$ cat config.mk
export PLATFORM = sky130hd
export DESIGN_NAME = three_axis_rate_pid_stabilizer
export DESIGN_NICKNAME = d
export VERILOG_FILES = /design/src/hdl/rps_pkg.sv /design/src/hdl/rps_front.sv /design/src/hdl/rps_work_queue.sv /design/src/hdl/rps_back.sv /design/src/hdl/rps_result_queue.sv /design/src/hdl/three_axis_rate_pid_stabilizer.sv
export SDC_FILE = /design/constraint.sdc
export NUM_CORES = 2
export LEC_CHECK = 0
export BUFFER_PORTS_ARGS = -buffer_cell sky130_fd_sc_hd__buf_2
export CAP_MARGIN = 40
export CELL_PAD_IN_SITES_DETAIL_PLACEMENT = 0
export CELL_PAD_IN_SITES_GLOBAL_PLACEMENT = 2
export CORE_MARGIN = 5
export CORE_UTILIZATION = 46
export CTS_CLUSTER_SIZE = 14
export DETAILED_ROUTE_END_ITERATION = 7
export PLACE_DENSITY = 0.87
export SLEW_MARGIN = 20
export SYNTH_ARGS = -nofsm -noshare
export SYNTH_HDL_FRONTEND = slang
export SYNTH_SLANG_ARGS = --single-unit
$ cat constraint.sdc
create_clock -name clock -period 23.5 [get_ports clock]
set_clock_uncertainty 0.05 [all_clocks]
set_input_delay 3.525 -clock clock [delete_from_list [all_inputs] [get_ports clock]]
set_output_delay 3.525 -clock clock [all_outputs]
set_load 0.02 [all_outputs]
$ cat src/hdl/rps_pkg.sv
// ----------------------------------------------------------------------------
// rps_pkg
// Shared constants, register codes and transaction types of the three-axis
// rate PID stabilizer.
// ----------------------------------------------------------------------------
package rps_pkg;

   localparam int AXIS_COUNT = 3;
   localparam int GAIN_REGS  = 3;
   localparam int DEADBAND   = 5;

   // front-to-back work queue
   localparam int WQ_DEPTH = 4;
   localparam int WQ_PTR_W = $clog2(WQ_DEPTH);
   localparam int WQ_CNT_W = $clog2(WQ_DEPTH + 1);

   // result queue
   localparam int RQ_DEPTH = 8;
   localparam int RQ_PTR_W = $clog2(RQ_DEPTH);
   localparam int RQ_CNT_W = $clog2(RQ_DEPTH + 1);

   localparam int STICK_W = 13;
   localparam int ERR_W   = 17;
   localparam int DIFF_W  = 18;
   localparam int ADD_W   = 17;

   localparam int CSR_ADDR_W = 6;
   localparam int CSR_DATA_W = 64;

   localparam logic [1:0] AXIS_ROLL  = 2'd0;
   localparam logic [1:0] AXIS_PITCH = 2'd1;

   localparam logic [1:0] CENTER_FIXED = 2'd1;
   localparam logic [1:0] CENTER_AUTO  = 2'd2;

   localparam logic [2:0] REG_ROLL_GAINS   = 3'd0;
   localparam logic [2:0] REG_PITCH_GAINS  = 3'd1;
   localparam logic [2:0] REG_YAW_GAINS    = 3'd2;
   localparam logic [2:0] REG_ROLL_LIMITS  = 3'd3;
   localparam logic [2:0] REG_PITCH_LIMITS = 3'd4;
   localparam logic [2:0] REG_YAW_LIMITS   = 3'd5;
   localparam logic [2:0] REG_MODE_BITS    = 3'd6;

   typedef struct packed {
      logic [3:0] shift;
      logic       unmix;
      logic [1:0] center;
   } mode_type;

   typedef struct packed {
      logic [1:0]              axis;
      logic                    stab;
      logic                    fix_clamp;
      logic                    decay;
      logic signed [ADD_W-1:0] add_value;
      logic signed [ERR_W-1:0] err;
      logic signed [15:0]      tilt;
      logic                    alev;
   } work_item_type;

   typedef struct packed {
      logic [1:0]         axis;
      logic signed [15:0] gyro_corr;
      logic signed [15:0] level_corr;
   } result_type;

   typedef logic [GAIN_REGS-1:0][31:0] gains_array_type;
   typedef logic [GAIN_REGS-1:0][47:0] limits_array_type;

endpackage

$ cat src/hdl/rps_front.sv
// ----------------------------------------------------------------------------
// rps_front
// Accepts axis samples, drops unused axes, conditions the stick and works out
// the error and the integrator step ahead of the back end.
// ----------------------------------------------------------------------------
module rps_front import rps_pkg::*; (
   input  logic               push,
   output logic               full,
   input  logic [1:0]         axis_sel,
   input  logic signed [15:0] gyro_rate,
   input  logic signed [11:0] stick_in,
   input  logic signed [11:0] flap_stick,
   input  logic signed [15:0] tilt_angle,
   input  logic               stability_on,
   input  logic               autolevel_on,
   input  mode_type           mode,
   input  logic               wq_full,
   output logic               wq_push,
   output work_item_type      item
);

   localparam logic signed [15:0] DB_HI = 16'(DEADBAND);
   localparam logic signed [15:0] DB_LO = -16'(DEADBAND);

   logic signed [STICK_W-1:0] stick_ext;
   logic signed [STICK_W-1:0] flap_ext;
   logic signed [STICK_W-1:0] mix_sum;
   logic signed [STICK_W-1:0] stick_c;
   logic signed [STICK_W-1:0] stick_sh;
   logic signed [STICK_W-1:0] stick_q;
   logic signed [ERR_W-1:0]   gyro_ext;
   logic signed [ERR_W-1:0]   sst_ext;
   logic                      big;
   logic                      fix_clamp;

   assign stick_ext = $signed({stick_in[11], stick_in});
   assign flap_ext  = $signed({flap_stick[11], flap_stick});
   assign mix_sum   = stick_ext + flap_ext;

   always_comb begin
      if (axis_sel == AXIS_PITCH) begin
         stick_c = -stick_ext;
      end else if (axis_sel == AXIS_ROLL && mode.unmix) begin
         stick_c = mix_sum >>> 1;
      end else begin
         stick_c = stick_ext;
      end
   end

   assign stick_sh  = stick_c >>> mode.shift;
   assign stick_q   = stick_c >>> 2;
   assign gyro_ext  = $signed({gyro_rate[15], gyro_rate});
   assign sst_ext   = $signed({{(ERR_W-STICK_W){stick_sh[STICK_W-1]}}, stick_sh});
   assign big       = (gyro_rate > DB_HI) || (gyro_rate < DB_LO);
   assign fix_clamp = (mode.center == CENTER_FIXED) && (stick_c != '0);

   always_comb begin
      item.axis      = axis_sel;
      item.stab      = stability_on;
      item.fix_clamp = fix_clamp;
      item.decay     = (mode.center == CENTER_AUTO) && !big;
      if (fix_clamp) begin
         item.add_value = big ? (gyro_ext - sst_ext) : -sst_ext;
      end else begin
         item.add_value = big ? gyro_ext : '0;
      end
      item.err  = gyro_ext - $signed({{(ERR_W-STICK_W){stick_q[STICK_W-1]}}, stick_q});
      item.tilt = tilt_angle;
      item.alev = autolevel_on && (axis_sel == AXIS_ROLL || axis_sel == AXIS_PITCH);
   end

   // unused axis: taken off the port, never queued
   assign full    = wq_full;
   assign wq_push = push && !wq_full && (axis_sel < 2'(AXIS_COUNT));

endmodule

$ cat src/hdl/rps_work_queue.sv
// ----------------------------------------------------------------------------
// rps_work_queue
// Short queue of conditioned samples between the front and the back end.
// ----------------------------------------------------------------------------
module rps_work_queue import rps_pkg::*; (
   input  logic          clock,
   input  logic          reset,
   input  logic          push,
   input  work_item_type item_in,
   input  logic          pop,
   output work_item_type item_out,
   output logic          full,
   output logic          empty
);

   work_item_type       mem_ff [WQ_DEPTH];
   logic [WQ_PTR_W-1:0] wr_ptr_ff, wr_ptr_in;
   logic [WQ_PTR_W-1:0] rd_ptr_ff, rd_ptr_in;
   logic [WQ_CNT_W-1:0] count_ff, count_in;
   logic                do_push;
   logic                do_pop;

   assign full     = (count_ff == WQ_CNT_W'(WQ_DEPTH));
   assign empty    = (count_ff == '0);
   assign do_push  = push && !full;
   assign do_pop   = pop && !empty;
   assign item_out = mem_ff[rd_ptr_ff];

   always_comb begin
      wr_ptr_in = do_push ? wr_ptr_ff + 1'b1 : wr_ptr_ff;
      rd_ptr_in = do_pop ? rd_ptr_ff + 1'b1 : rd_ptr_ff;
      count_in  = count_ff;
      if (do_push && !do_pop) begin
         count_in = count_ff + 1'b1;
      end else if (do_pop && !do_push) begin
         count_in = count_ff - 1'b1;
      end
   end

   always_ff @(posedge clock) begin
      if (do_push) begin
         mem_ff[wr_ptr_ff] <= item_in;
      end
   end

   always_ff @(posedge clock) begin
      if (reset) begin
         wr_ptr_ff <= '0;
         rd_ptr_ff <= '0;
         count_ff  <= '0;
      end else begin
         wr_ptr_ff <= wr_ptr_in;
         rd_ptr_ff <= rd_ptr_in;
         count_ff  <= count_in;
      end
   end

endmodule

$ cat src/hdl/rps_back.sv
// ----------------------------------------------------------------------------
// rps_back
// Per-axis integrator and last-error state, then a three-stage pipeline for
// the P, I, D and level terms. Takes work only when the result queue has room.
// ----------------------------------------------------------------------------
module rps_back import rps_pkg::*; (
   input  logic                clock,
   input  logic                reset,
   input  logic                wq_empty,
   input  work_item_type       item,
   output logic                wq_pop,
   input  gains_array_type     gains,
   input  limits_array_type    limits,
   input  logic [RQ_CNT_W-1:0] rq_count,
   output logic                res_valid,
   output result_type          result
);

   // per-axis state
   logic signed [31:0]       integ_ff [AXIS_COUNT];
   logic signed [ERR_W-1:0]  prev_ff  [AXIS_COUNT];

   // stage 1: state update
   logic signed [31:0]       integ_cur;
   logic signed [31:0]       cmax_pos, cmax_neg;
   logic signed [31:0]       integ_clamp;
   logic signed [31:0]       integ_base;
   logic signed [ADD_W-1:0]  step;
   logic signed [31:0]       integ_new;
   logic signed [31:0]       integ_sel;
   logic signed [DIFF_W-1:0] diff;
   logic [RQ_CNT_W:0]        credit;
   logic                     take;

   logic                     s1_valid_ff;
   logic [1:0]               s1_axis_ff;
   logic signed [31:0]       s1_integ_ff;
   logic signed [ERR_W-1:0]  s1_err_ff;
   logic signed [DIFF_W-1:0] s1_diff_ff;
   logic signed [15:0]       s1_tilt_ff;
   logic                     s1_alev_ff;

   // stage 2: products
   logic [31:0]              g;
   logic signed [7:0]        pg, ig, dg, lg;
   logic signed [24:0]       p_prod;
   logic signed [39:0]       i_prod;
   logic signed [25:0]       d_prod;
   logic signed [23:0]       l_prod;

   logic                     s2_valid_ff;
   logic [1:0]               s2_axis_ff;
   logic signed [24:0]       s2_p_ff;
   logic signed [39:0]       s2_i_ff;
   logic signed [25:0]       s2_d_ff;
   logic signed [23:0]       s2_l_ff;

   // stage 3: scaling and I clamp
   logic signed [34:0]       i_shift;
   logic signed [34:0]       ilim_pos, ilim_neg;
   logic signed [34:0]       i_sel;
   logic signed [26:0]       p_ext;

   logic                     s3_valid_ff;
   logic [1:0]               s3_axis_ff;
   logic signed [26:0]       s3_p_ff;
   logic signed [24:0]       s3_i_ff;
   logic signed [29:0]       s3_d_ff;
   logic signed [15:0]       s3_l_ff;

   logic signed [31:0]       sum;

   // keep room in the result queue for everything in flight
   assign credit = {1'b0, rq_count} + (RQ_CNT_W+1)'(s1_valid_ff)
                 + (RQ_CNT_W+1)'(s2_valid_ff) + (RQ_CNT_W+1)'(s3_valid_ff);
   assign take   = !wq_empty && (credit < (RQ_CNT_W+1)'(RQ_DEPTH));
   assign wq_pop = take;

   assign integ_cur = integ_ff[item.axis];
   assign cmax_pos  = $signed({8'b0, limits[item.axis][23:0]});
   assign cmax_neg  = -cmax_pos;

   always_comb begin
      if (integ_cur > cmax_pos) begin
         integ_clamp = cmax_pos;
      end else if (integ_cur < cmax_neg) begin
         integ_clamp = cmax_neg;
      end else begin
         integ_clamp = integ_cur;
      end
      integ_base = item.fix_clamp ? integ_clamp : integ_cur;
      // auto centering: one count toward zero inside the deadband
      if (item.decay) begin
         if (integ_cur[31]) begin
            step = ADD_W'(1);
         end else if (integ_cur != '0) begin
            step = -ADD_W'(1);
         end else begin
            step = '0;
         end
      end else begin
         step = item.add_value;
      end
      integ_new = integ_base + $signed({{(32-ADD_W){step[ADD_W-1]}}, step});
      integ_sel = item.stab ? integ_new : integ_cur;
   end

   assign diff = $signed({item.err[ERR_W-1], item.err})
               - $signed({prev_ff[item.axis][ERR_W-1], prev_ff[item.axis]});

   always_ff @(posedge clock) begin
      if (reset) begin
         for (int a = 0; a < AXIS_COUNT; a++) begin
            integ_ff[a] <= '0;
            prev_ff[a]  <= '0;
         end
      end else if (take) begin
         if (item.stab) begin
            integ_ff[item.axis] <= integ_new;
         end
         prev_ff[item.axis] <= item.err;
      end
   end

   always_ff @(posedge clock) begin
      s1_axis_ff  <= item.axis;
      s1_integ_ff <= integ_sel;
      s1_err_ff   <= item.err;
      s1_diff_ff  <= diff;
      s1_tilt_ff  <= item.tilt;
      s1_alev_ff  <= item.alev;
   end

   assign g  = gains[s1_axis_ff];
   assign pg = $signed(g[7:0]);
   assign ig = $signed(g[15:8]);
   assign dg = $signed(g[23:16]);
   assign lg = $signed(g[31:24]);

   assign p_prod = s1_err_ff * pg;
   assign i_prod = s1_integ_ff * ig;
   assign d_prod = s1_diff_ff * dg;
   // both arms signed so the product is formed signed
   assign l_prod = s1_alev_ff ? s1_tilt_ff * lg : 24'sd0;

   always_ff @(posedge clock) begin
      s2_axis_ff <= s1_axis_ff;
      s2_p_ff    <= p_prod;
      s2_i_ff    <= i_prod;
      s2_d_ff    <= d_prod;
      s2_l_ff    <= l_prod;
   end

   assign i_shift  = $signed(s2_i_ff[39:5]);
   assign ilim_pos = $signed({11'b0, limits[s2_axis_ff][47:24]});
   assign ilim_neg = -ilim_pos;
   assign p_ext    = $signed({{2{s2_p_ff[24]}}, s2_p_ff});

   always_comb begin
      if (i_shift > ilim_pos) begin
         i_sel = ilim_pos;
      end else if (i_shift < ilim_neg) begin
         i_sel = ilim_neg;
      end else begin
         i_sel = i_shift;
      end
   end

   always_ff @(posedge clock) begin
      s3_axis_ff <= s2_axis_ff;
      s3_p_ff    <= p_ext + (p_ext <<< 1);
      s3_i_ff    <= i_sel[24:0];
      s3_d_ff    <= $signed({s2_d_ff, 4'b0});
      s3_l_ff    <= s2_l_ff[17:2];
   end

   always_ff @(posedge clock) begin
      if (reset) begin
         s1_valid_ff <= 1'b0;
         s2_valid_ff <= 1'b0;
         s3_valid_ff <= 1'b0;
      end else begin
         s1_valid_ff <= take;
         s2_valid_ff <= s1_valid_ff;
         s3_valid_ff <= s2_valid_ff;
      end
   end

   assign sum = $signed({{5{s3_p_ff[26]}}, s3_p_ff}) + $signed({{7{s3_i_ff[24]}}, s3_i_ff})
              + $signed({{2{s3_d_ff[29]}}, s3_d_ff});

   assign res_valid         = s3_valid_ff;
   assign result.axis       = s3_axis_ff;
   assign result.gyro_corr  = sum[21:6];
   assign result.level_corr = s3_l_ff;

endmodule

$ cat src/hdl/rps_result_queue.sv
// ----------------------------------------------------------------------------
// rps_result_queue
// Output queue of finished results; its fill count gives the back end credit.
// ----------------------------------------------------------------------------
module rps_result_queue import rps_pkg::*; (
   input  logic                clock,
   input  logic                reset,
   input  logic                push,
   input  result_type          data_in,
   input  logic                pop,
   output result_type          data_out,
   output logic                empty,
   output logic [RQ_CNT_W-1:0] count
);

   result_type          mem_ff [RQ_DEPTH];
   logic [RQ_PTR_W-1:0] wr_ptr_ff, wr_ptr_in;
   logic [RQ_PTR_W-1:0] rd_ptr_ff, rd_ptr_in;
   logic [RQ_CNT_W-1:0] count_ff, count_in;
   logic                do_pop;

   assign empty    = (count_ff == '0);
   assign count    = count_ff;
   assign do_pop   = pop && !empty;
   assign data_out = mem_ff[rd_ptr_ff];

   always_comb begin
      wr_ptr_in = push ? wr_ptr_ff + 1'b1 : wr_ptr_ff;
      rd_ptr_in = do_pop ? rd_ptr_ff + 1'b1 : rd_ptr_ff;
      count_in  = count_ff;
      if (push && !do_pop) begin
         count_in = count_ff + 1'b1;
      end else if (do_pop && !push) begin
         count_in = count_ff - 1'b1;
      end
   end

   always_ff @(posedge clock) begin
      if (push) begin
         mem_ff[wr_ptr_ff] <= data_in;
      end
   end

   always_ff @(posedge clock) begin
      if (reset) begin
         wr_ptr_ff <= '0;
         rd_ptr_ff <= '0;
         count_ff  <= '0;
      end else begin
         wr_ptr_ff <= wr_ptr_in;
         rd_ptr_ff <= rd_ptr_in;
         count_ff  <= count_in;
      end
   end

endmodule

$ cat src/hdl/three_axis_rate_pid_stabilizer.sv
// ----------------------------------------------------------------------------
// three_axis_rate_pid_stabilizer
// A sample passes the work queue, the back-end pipeline and the result queue before its result is on the rsp ports.
// Throughput: one sample per cycle while the work queue is not full and the result queue has room.
// Samples for axis 3 are dropped and give no result.
// Reset clears the registers, the integrators, the last errors and both queues.
// ----------------------------------------------------------------------------
module three_axis_rate_pid_stabilizer import rps_pkg::*; (
   input  logic                  clock,
   input  logic                  reset,
   // sample queue
   input  logic                  push,
   output logic                  full,
   input  logic [1:0]            req_axis_sel,
   input  logic signed [15:0]    req_gyro_rate,
   input  logic signed [11:0]    req_stick_in,
   input  logic signed [11:0]    req_flap_stick,
   input  logic signed [15:0]    req_tilt_angle,
   input  logic                  req_stability_on,
   input  logic                  req_autolevel_on,
   // result queue
   input  logic                  pop,
   output logic                  empty,
   output logic [1:0]            rsp_axis_out,
   output logic signed [15:0]    rsp_gyro_correction,
   output logic signed [15:0]    rsp_level_correction,
   // register port
   input  logic                  psel,
   input  logic                  penable,
   input  logic                  pwrite,
   input  logic [CSR_ADDR_W-1:0] paddr,
   input  logic [CSR_DATA_W-1:0] pwdata,
   output logic [CSR_DATA_W-1:0] prdata,
   output logic                  pready
);

   gains_array_type     gains_ff;
   limits_array_type    limits_ff;
   logic [6:0]          mode_ff;
   logic [2:0]          reg_index;
   logic                csr_write;

   work_item_type       front_item;
   work_item_type       wq_item;
   logic                wq_push;
   logic                wq_pop;
   logic                wq_full;
   logic                wq_empty;

   logic                rq_push;
   result_type          rq_data_in;
   result_type          rq_data_out;
   logic [RQ_CNT_W-1:0] rq_count;

   // register file
   assign pready    = 1'b1;
   assign reg_index = paddr[5:3];
   assign csr_write = psel && penable && pwrite;

   always_ff @(posedge clock) begin
      if (reset) begin
         gains_ff  <= '0;
         limits_ff <= '0;
         mode_ff   <= '0;
      end else if (csr_write) begin
         case (reg_index)
            REG_ROLL_GAINS:   gains_ff[0]  <= pwdata[31:0];
            REG_PITCH_GAINS:  gains_ff[1]  <= pwdata[31:0];
            REG_YAW_GAINS:    gains_ff[2]  <= pwdata[31:0];
            REG_ROLL_LIMITS:  limits_ff[0] <= pwdata[47:0];
            REG_PITCH_LIMITS: limits_ff[1] <= pwdata[47:0];
            REG_YAW_LIMITS:   limits_ff[2] <= pwdata[47:0];
            REG_MODE_BITS:    mode_ff      <= pwdata[6:0];
            default: ;
         endcase
      end
   end

   always_comb begin
      case (reg_index)
         REG_ROLL_GAINS:   prdata = {32'b0, gains_ff[0]};
         REG_PITCH_GAINS:  prdata = {32'b0, gains_ff[1]};
         REG_YAW_GAINS:    prdata = {32'b0, gains_ff[2]};
         REG_ROLL_LIMITS:  prdata = {16'b0, limits_ff[0]};
         REG_PITCH_LIMITS: prdata = {16'b0, limits_ff[1]};
         REG_YAW_LIMITS:   prdata = {16'b0, limits_ff[2]};
         REG_MODE_BITS:    prdata = {57'b0, mode_ff};
         default:          prdata = '0;
      endcase
   end

   rps_front u_front (
      .push         (push),
      .full         (full),
      .axis_sel     (req_axis_sel),
      .gyro_rate    (req_gyro_rate),
      .stick_in     (req_stick_in),
      .flap_stick   (req_flap_stick),
      .tilt_angle   (req_tilt_angle),
      .stability_on (req_stability_on),
      .autolevel_on (req_autolevel_on),
      .mode         (mode_type'(mode_ff)),
      .wq_full      (wq_full),
      .wq_push      (wq_push),
      .item         (front_item)
   );

   rps_work_queue u_work_queue (
      .clock    (clock),
      .reset    (reset),
      .push     (wq_push),
      .item_in  (front_item),
      .pop      (wq_pop),
      .item_out (wq_item),
      .full     (wq_full),
      .empty    (wq_empty)
   );

   rps_back u_back (
      .clock     (clock),
      .reset     (reset),
      .wq_empty  (wq_empty),
      .item      (wq_item),
      .wq_pop    (wq_pop),
      .gains     (gains_ff),
      .limits    (limits_ff),
      .rq_count  (rq_count),
      .res_valid (rq_push),
      .result    (rq_data_in)
   );

   rps_result_queue u_result_queue (
      .clock    (clock),
      .reset    (reset),
      .push     (rq_push),
      .data_in  (rq_data_in),
      .pop      (pop),
      .data_out (rq_data_out),
      .empty    (empty),
      .count    (rq_count)
   );

   assign rsp_axis_out         = rq_data_out.axis;
   assign rsp_gyro_correction  = rq_data_out.gyro_corr;
   assign rsp_level_correction = rq_data_out.level_corr;

   // credit scheme must never let a result land in a full queue
   assert property (@(posedge clock) disable iff (reset)
      rq_push |-> (rq_count < RQ_CNT_W'(RQ_DEPTH)))
      else $error("result queue overflow");

   // every transaction the back end takes comes out of the pipeline as a result
   assert property (@(posedge clock) disable iff (reset)
      wq_pop |-> ##3 rq_push)
      else $error("back end lost a transaction");

   // a finished result is visible on the next cycle
   assert property (@(posedge clock) disable iff (reset)
      rq_push |=> !empty)
      else $error("result not visible after write");

   // unused axis must never reach the work queue
   assert property (@(posedge clock) disable iff (reset)
      wq_push |-> (req_axis_sel < 2'(AXIS_COUNT)))
      else $error("unused axis queued");

endmodule

; Yosys cells after proc, flatten, opt, wreduce, memory -nomap -nowiden
; Memories as Yosys holds them, arrays and structs flattened. A register that Yosys moved wholly into a read port is not among the register bits.
; Index checks and enable logic that the tools add are counted.
[op_classes]
add_sub_neg = 23
n_mul = 4
order_cmp = 11
eq_ne = 10
shift = 1
mux = 48
n_reduce_logical = 43
[op_table]
columns = op, count
row1 = 48-bit case mux with 7 select lines, 1
row2 = 48-bit binary-select mux with 2-bit select, 2
row3 = 32-bit 2-to-1 mux, 6
row4 = 17-bit 2-to-1 mux, 7
row5 = 22-bit adder, 3
row6 = 32-bit binary-select mux with 2-bit select, 1
row7 = 48-bit 2-to-1 mux, 1
row8 = 22-bit 2-to-1 mux, 2
row9 = 32-bit by 8-bit multiplier with 40-bit output, 1
row10 = 35-bit by 25-bit greater-than comparator with 1-bit output, 1
row11 = 35-bit < comparator, 1
row12 = 24-bit negation with 35-bit output, 1
row13 = 32-bit by 17-bit adder with 32-bit output, 1
row14 = 32-bit by 25-bit greater-than comparator with 1-bit output, 1
row15 = 32-bit < comparator, 1
row16 = 24-bit negation with 32-bit output, 1
row17 = 32-bit nonzero test, 1
row18 = 32-bit OR reduction, 1
row19 = 13-bit 2-to-1 mux, 2
row20 = 24-bit 2-to-1 mux, 1
row21 = 17-bit by 8-bit multiplier with 22-bit output, 1
row22 = 16-bit by 8-bit multiplier with 18-bit output, 1
row23 = 18-bit by 8-bit multiplier with 18-bit output, 1
row24 = 17-bit by 17-bit subtractor with 18-bit output, 1
row25 = 37 further kinds, 100
[word_totals]
register_bits = 533
mem_bits_rw = 643
in_bits = 137
output_inout_bits = 101
word_cells = 176
memories = 4
[mem_list]
columns = memory, depth, word_bits, rd, rd_clocked_by_memory_dff, write_ports, line_no
row1 = u_result_queue.mem_ff, 8, 34, 1, 1, 1, rps_result_queue.sv:16  ; result_type mem_ff [RQ_DEPTH];
row2 = u_work_queue.mem_ff, 4, 56, 1, 1, 1, rps_work_queue.sv:16  ; work_item_type mem_ff [WQ_DEPTH];
row3 = u_back.integ_ff, 3, 32, 1, 0, 3, rps_back.sv:20  ; logic signed [31:0] integ_ff [AXIS_COUNT];
row4 = u_back.prev_ff, 3, 17, 1, 0, 3, rps_back.sv:21  ; logic signed [ERR_W-1:0] prev_ff [AXIS_COUNT];

; Logic depth before layout (Yosys ltp)
[logic_depth]
ltp_word = 10
ltp_mapped = 38
depth_no_buf = 34

; Modules after synthesis
; A second synthesis with hierarchy kept.
[unflattened]
cells_unflattened = 7278
area_unflattened_um2 = 79607.6
[by_module_without_submodules]
columns = module, n_inst, cells_each, area_each_um2
row1 = rps_back, 1, 4536, 43832.0
row2 = three_axis_rate_pid_stabilizer, 1, 1278, 11726.2
row3 = rps_result_queue, 1, 463, 10968.0
row4 = rps_work_queue, 1, 340, 8578.2
row5 = rps_front, 1, 661, 4503.1

; Worst setup path before layout
; Ideal clock, no wire load.
[synth_timing]
path_kind = input port to output port
startpoint = in paddr[3]
endpoint = out prdata[33]
arrival_ns = 5.396
required_time_ns = 19.925
path_slack_ns = 14.529
cell_stages = 5
path_buffers = 3
cell_sequence = buf_1 clkbuf_1 buf_1 mux2i_1 o21ai_0
[synth_via]
elab_chain_cells = 2
elab_cells_between_ends = 8
[synth_rtl]
columns = element, line_no
row1 = start: declaration, three_axis_rate_pid_stabilizer.sv:31  ; input logic [CSR_ADDR_W-1:0] paddr,
row2 = "3-bit equality test, or another cell as far along", three_axis_rate_pid_stabilizer.sv:80  ; case (reg_index)
row3 = 48-bit case mux with 7 select lines (*), three_axis_rate_pid_stabilizer.sv:80
row4 = end: declaration, three_axis_rate_pid_stabilizer.sv:33  ; output logic [CSR_DATA_W-1:0] prdata,
; Mark *: on every way between the ends. The rest lies on a longest branch, timed or not.

==> flow_metrics.tcl <==
set metrics [dict create \
    status "completed" \
    dp.cells 9503 \
    cts_setup_buffers 0 \
    min_period_ns 11.04 \
    ctsHoldBuffers 0 \
    path_clk_slew_ns 0.06 \
    rsz0062_at_grt "false" \
    cts_buffers 137 \
    yosys_warnings 0 \
    grt_overflow 0 \
    worstMarginPinSlew_ns 1.07 \
    hp-class "reg2reg" \
    die_y_um 419 \
    cts_tree "yes" \
    path_class "reg2reg" \
    start_util_pct 46.2 \
    synth.distinct_cells 105 \
    grt_pass1_wl_um 325000 \
    synth_area_um2 77000 \
    p_leak_nw 34.7 \
    required_ns 23.95 \
    vdd_drop_max_uv 72.6 \
    rr_worst_depth 35 \
    multi_input_area_um2 41900 \
    grt_usage_pct 24.0 \
    grt_pass1_vias 54500 \
    async_reset_ff_share_pct 0 \
    firstDrtPassIters 5 \
    coreArea_um2 167000 \
    r2r_slack_ns 12.46 \
    h-tree-depth 4 \
    critPathMaxStageDelay_ns 0.92 \
    tns_ns 0 \
    portBuffers 201 \
    end_kind "register" \
    cpMostUsedCell "buf_4" \
    hold_viol 0 \
    worst-path-buf-inv 4 \
    wl_per_cell_um 21.5 \
    max_freq_mhz 90.6 \
    clock_latency_ns 0.78 \
    clockPowerShare_pct 26.5 \
    cts.sinks 1223 \
    dr_total_vias 53600 \
    synth_enable_flop_cells 692 \
    fin_cells 9776 \
    cpMaxStageDelayCell "mux4_4" \
    area_growth_pct 11.4 \
    switching_share_pct 38.5 \
    cp_top_family "compound AO/OA/AOI/OAI gates" \
    comb_power_share_pct 38.1 \
    synth_compound_area_share_pct 9.51 \
    dieArea_um2 176000 \
    detail-route-antenna-nets 0 \
    wl_um 210000 \
    synth_adder_area_share_pct 19.4 \
    ios 238 \
    post_cts_resized 0 \
    max_slew_margin_pct 28.3 \
    ys.flop_type "edfxtp_1" \
    regArea_um2 31400 \
    antenna_found_initial 21 \
    cp-start-kind "register" \
    num-fill-cells 14900 \
    synth_top_family_by_area "adder cells" \
    drive_gt1_share_pct 11.6 \
    setup_viol 0 \
    arrival_ns 11.49 \
    crit_end "u_back.integ_ff[1][31]$_SDFFCE_PN0P_" \
    synth_xor_area_share_pct 2.82 \
    ys_seq_elements 1223 \
    drc 0 \
    drtIter0Drc 3954 \
    hpwlAfterDp_um 155000 \
    viasPerCell 5.48 \
    max-cap-violations 0 \
    syn_avg_cell_area_um2 10.6 \
    cp_max_fo 41 \
    rows 150 \
    grt_start_max_net_pins 194 \
    powerDensity_nw_per_um2 94.4 \
    synth-simple-area-share_pct 14.4 \
    synth-seq-area-share_pct 40.8 \
    p_seq_share_pct 35.4 \
    die_w_um 419 \
    nets 8499 \
    slew_viol_final 0 \
    power.internal_w 0.00498 \
    fin_hold_ws_ns 0.269 \
    finalCritPeriodShare_pct 47.0 \
    cts.path.max_buffers 3 \
    power.switching_w 0.00312 \
    r2r-end "u_back.integ_ff[1][31]$_SDFFCE_PN0P_" \
    synthCells 7278 \
    cts-root-buf "clkbuf_16" \
    cp.depth 35 \
    yosys-mux-area-fraction_pct 7.87 \
    gp_congestion 0.911 \
]
## metal layers
layer | GRT usage [%] | part of all wire [%] | vias to the layer above
li1 | - | - | 25400
met1 | 32.0 | 44 | 26600
met2 | 40.9 | 49 | 1291
met3 | 2.95 | 4.5 | 284
met4 | 7.66 | 3.3 | 0
met5 | 0 | 0 | -
## worst register-to-register path, delay by kind of cell (launching register included)
family	cells	cell delay, ns
flip-flops	1	0.69
AND/OR/NAND/NOR	7	1.72
multiplexers	1	0.93
AO/OA/AOI/OAI	19	4.88
buffers and inverters	4	1.41
XOR/XNOR	2	0.54
adder cells (fa/ha/maj)	2	0.56
## area by class of cell
class                   count  area share [%]
well taps                2204            3.21
flip-flops and latches   1223            36.6
clock inverters            82            1.05
inverters                 719            3.14
repair buffers            329            2.79
multi-input cells        5035            48.9
clock buffers             172            4.28
diodes                     12          0.0350
## Yosys cell counts (all sizes together), types with 13 or more instances
library cell / n / area [um2]
o21ai: 228 / 1140
xnor2: 188 / 1660
o22ai: 42 / 263
mux2: 41 / 462
a21boi: 18 / 135
a22o: 20 / 175
and2: 415 / 2600
buf: 71 / 407
fa: 467 / 9350
mux2i: 157 / 1570
o211ai: 23 / 178
ha: 450 / 5630
nand2: 946 / 3550
o21a: 31 / 233
o31ai: 19 / 143
edfxtp: 692 / 20800
a22oi: 59 / 443
or3: 19 / 124
nor4: 27 / 181
a21oi: 454 / 2280
a31oi: 16 / 100
dfxtp: 531 / 10600
o2bb2ai: 25 / 231
nand4: 47 / 307
and3: 72 / 450
xor2: 58 / 508
or2: 13 / 81.3
nand3: 73 / 380
a211oi: 28 / 215
inv: 716 / 2690
a21o: 74 / 556
nand2b: 114 / 728
nor3: 83 / 430
clkbuf: 245 / 920
nor2b: 59 / 377
mux4: 179 / 4030
nor2: 405 / 1530
## cells by family (layout without fill, tap and decap cells)
| logic type | after synthesis | after routing |
|---|---|---|
| and+or+nand+nor | 2309 | 2309 |
| adders and majority gates | 917 | 917 |
| other | 2 | 29 |
| muxes | 377 | 377 |
| buffers and inverters | 1035 | 1302 |
| AOI/OAI and AO/OA | 1169 | 1169 |
| DFF | 1223 | 1223 |
| xor gates and xnor gates | 246 | 246 |
## state kept, by name (all words and copies together), names as in the netlist, 17 cells and up, named ones only
name / count
u_back.s3_p_ff: 22
u_back.s2_p_ff: 22
u_work_queue.mem_ff: 224
u_back.s1_integ_ff: 32
u_back.prev_ff: 68
u_result_queue.mem_ff: 272
u_back.s3_d_ff: 18
limits_ff: 144
u_back.s1_err_ff: 17
gains_ff: 96
u_back.s2_d_ff: 18
u_back.s1_diff_ff: 18
u_back.s2_i_ff: 35
u_back.integ_ff: 128
u_back.s3_i_ff: 22
## layout by cell type, fill, tap and decap left out, types with 70 or more instances in the layout
master       n
nand2_1    940
inv_1      713
edfxtp_1   692
dfxtp_1    525
fa_1       467
a21oi_1    451
ha_1       450
and2_1     410
nor2_1     395
buf_2      202
o21ai_0    197
xnor2_1    186
mux4_2     177
mux2i_1    157
clkbuf_16  139
nand2b_1   112
buf_4       92
a21o_1      74
and3_1      71
nor3_1      71
nand3_1     70
## per-stage QoR
step | setup slack [ns] | utilization (%) | total power [W] | cell area, um2
5_1_grt | 11.64 | 51.4 | 0.00855 | 85800
3_5_place_dp | 12.38 | 48.6 | 0.00597 | 81100
6_report | 12.46 | 51.4 | 0.00810 | 85800
4_1_cts | 12.33 | 51.4 | 0.00813 | 85700
3_3_place_gp | 12.47 | 48.3 | 0.00590 | 80500
2_1_floorplan | 14.53 | - | 0.00491 | 77100
## power groups by stage
stage | Clock [W] | Combinational (W) | Sequential (W)
2_1_floorplan | 0 | 0.00215 | 0.00276
3_3_place_gp | 0 | 0.00300 | 0.00290
3_5_place_dp | 0 | 0.00306 | 0.00291
4_1_cts | 0.00219 | 0.00307 | 0.00286
5_1_grt | 0.00228 | 0.00338 | 0.00290
6_report | 0.00215 | 0.00309 | 0.00287
## worst min-delay path by stage
stage                                  start                    endpoint  cells past startpoint
2_1_floorplan      u_back.s2_d_ff[6]$_DFF_P_  u_back.s3_d_ff[10]$_DFF_P_                      0
3_3_place_gp   u_back.s2_l_ff[11]$_SDFF_PN0_   u_back.s3_l_ff[9]$_DFF_P_                      0
3_5_place_dp   u_back.s2_l_ff[11]$_SDFF_PN0_   u_back.s3_l_ff[9]$_DFF_P_                      0
4_1_cts            u_back.s2_d_ff[4]$_DFF_P_   u_back.s3_d_ff[8]$_DFF_P_                      0
5_1_grt            u_back.s2_d_ff[4]$_DFF_P_   u_back.s3_d_ff[8]$_DFF_P_                      0
6_report           u_back.s2_d_ff[4]$_DFF_P_   u_back.s3_d_ff[8]$_DFF_P_                      0
(Power assumes the default switching activity.)
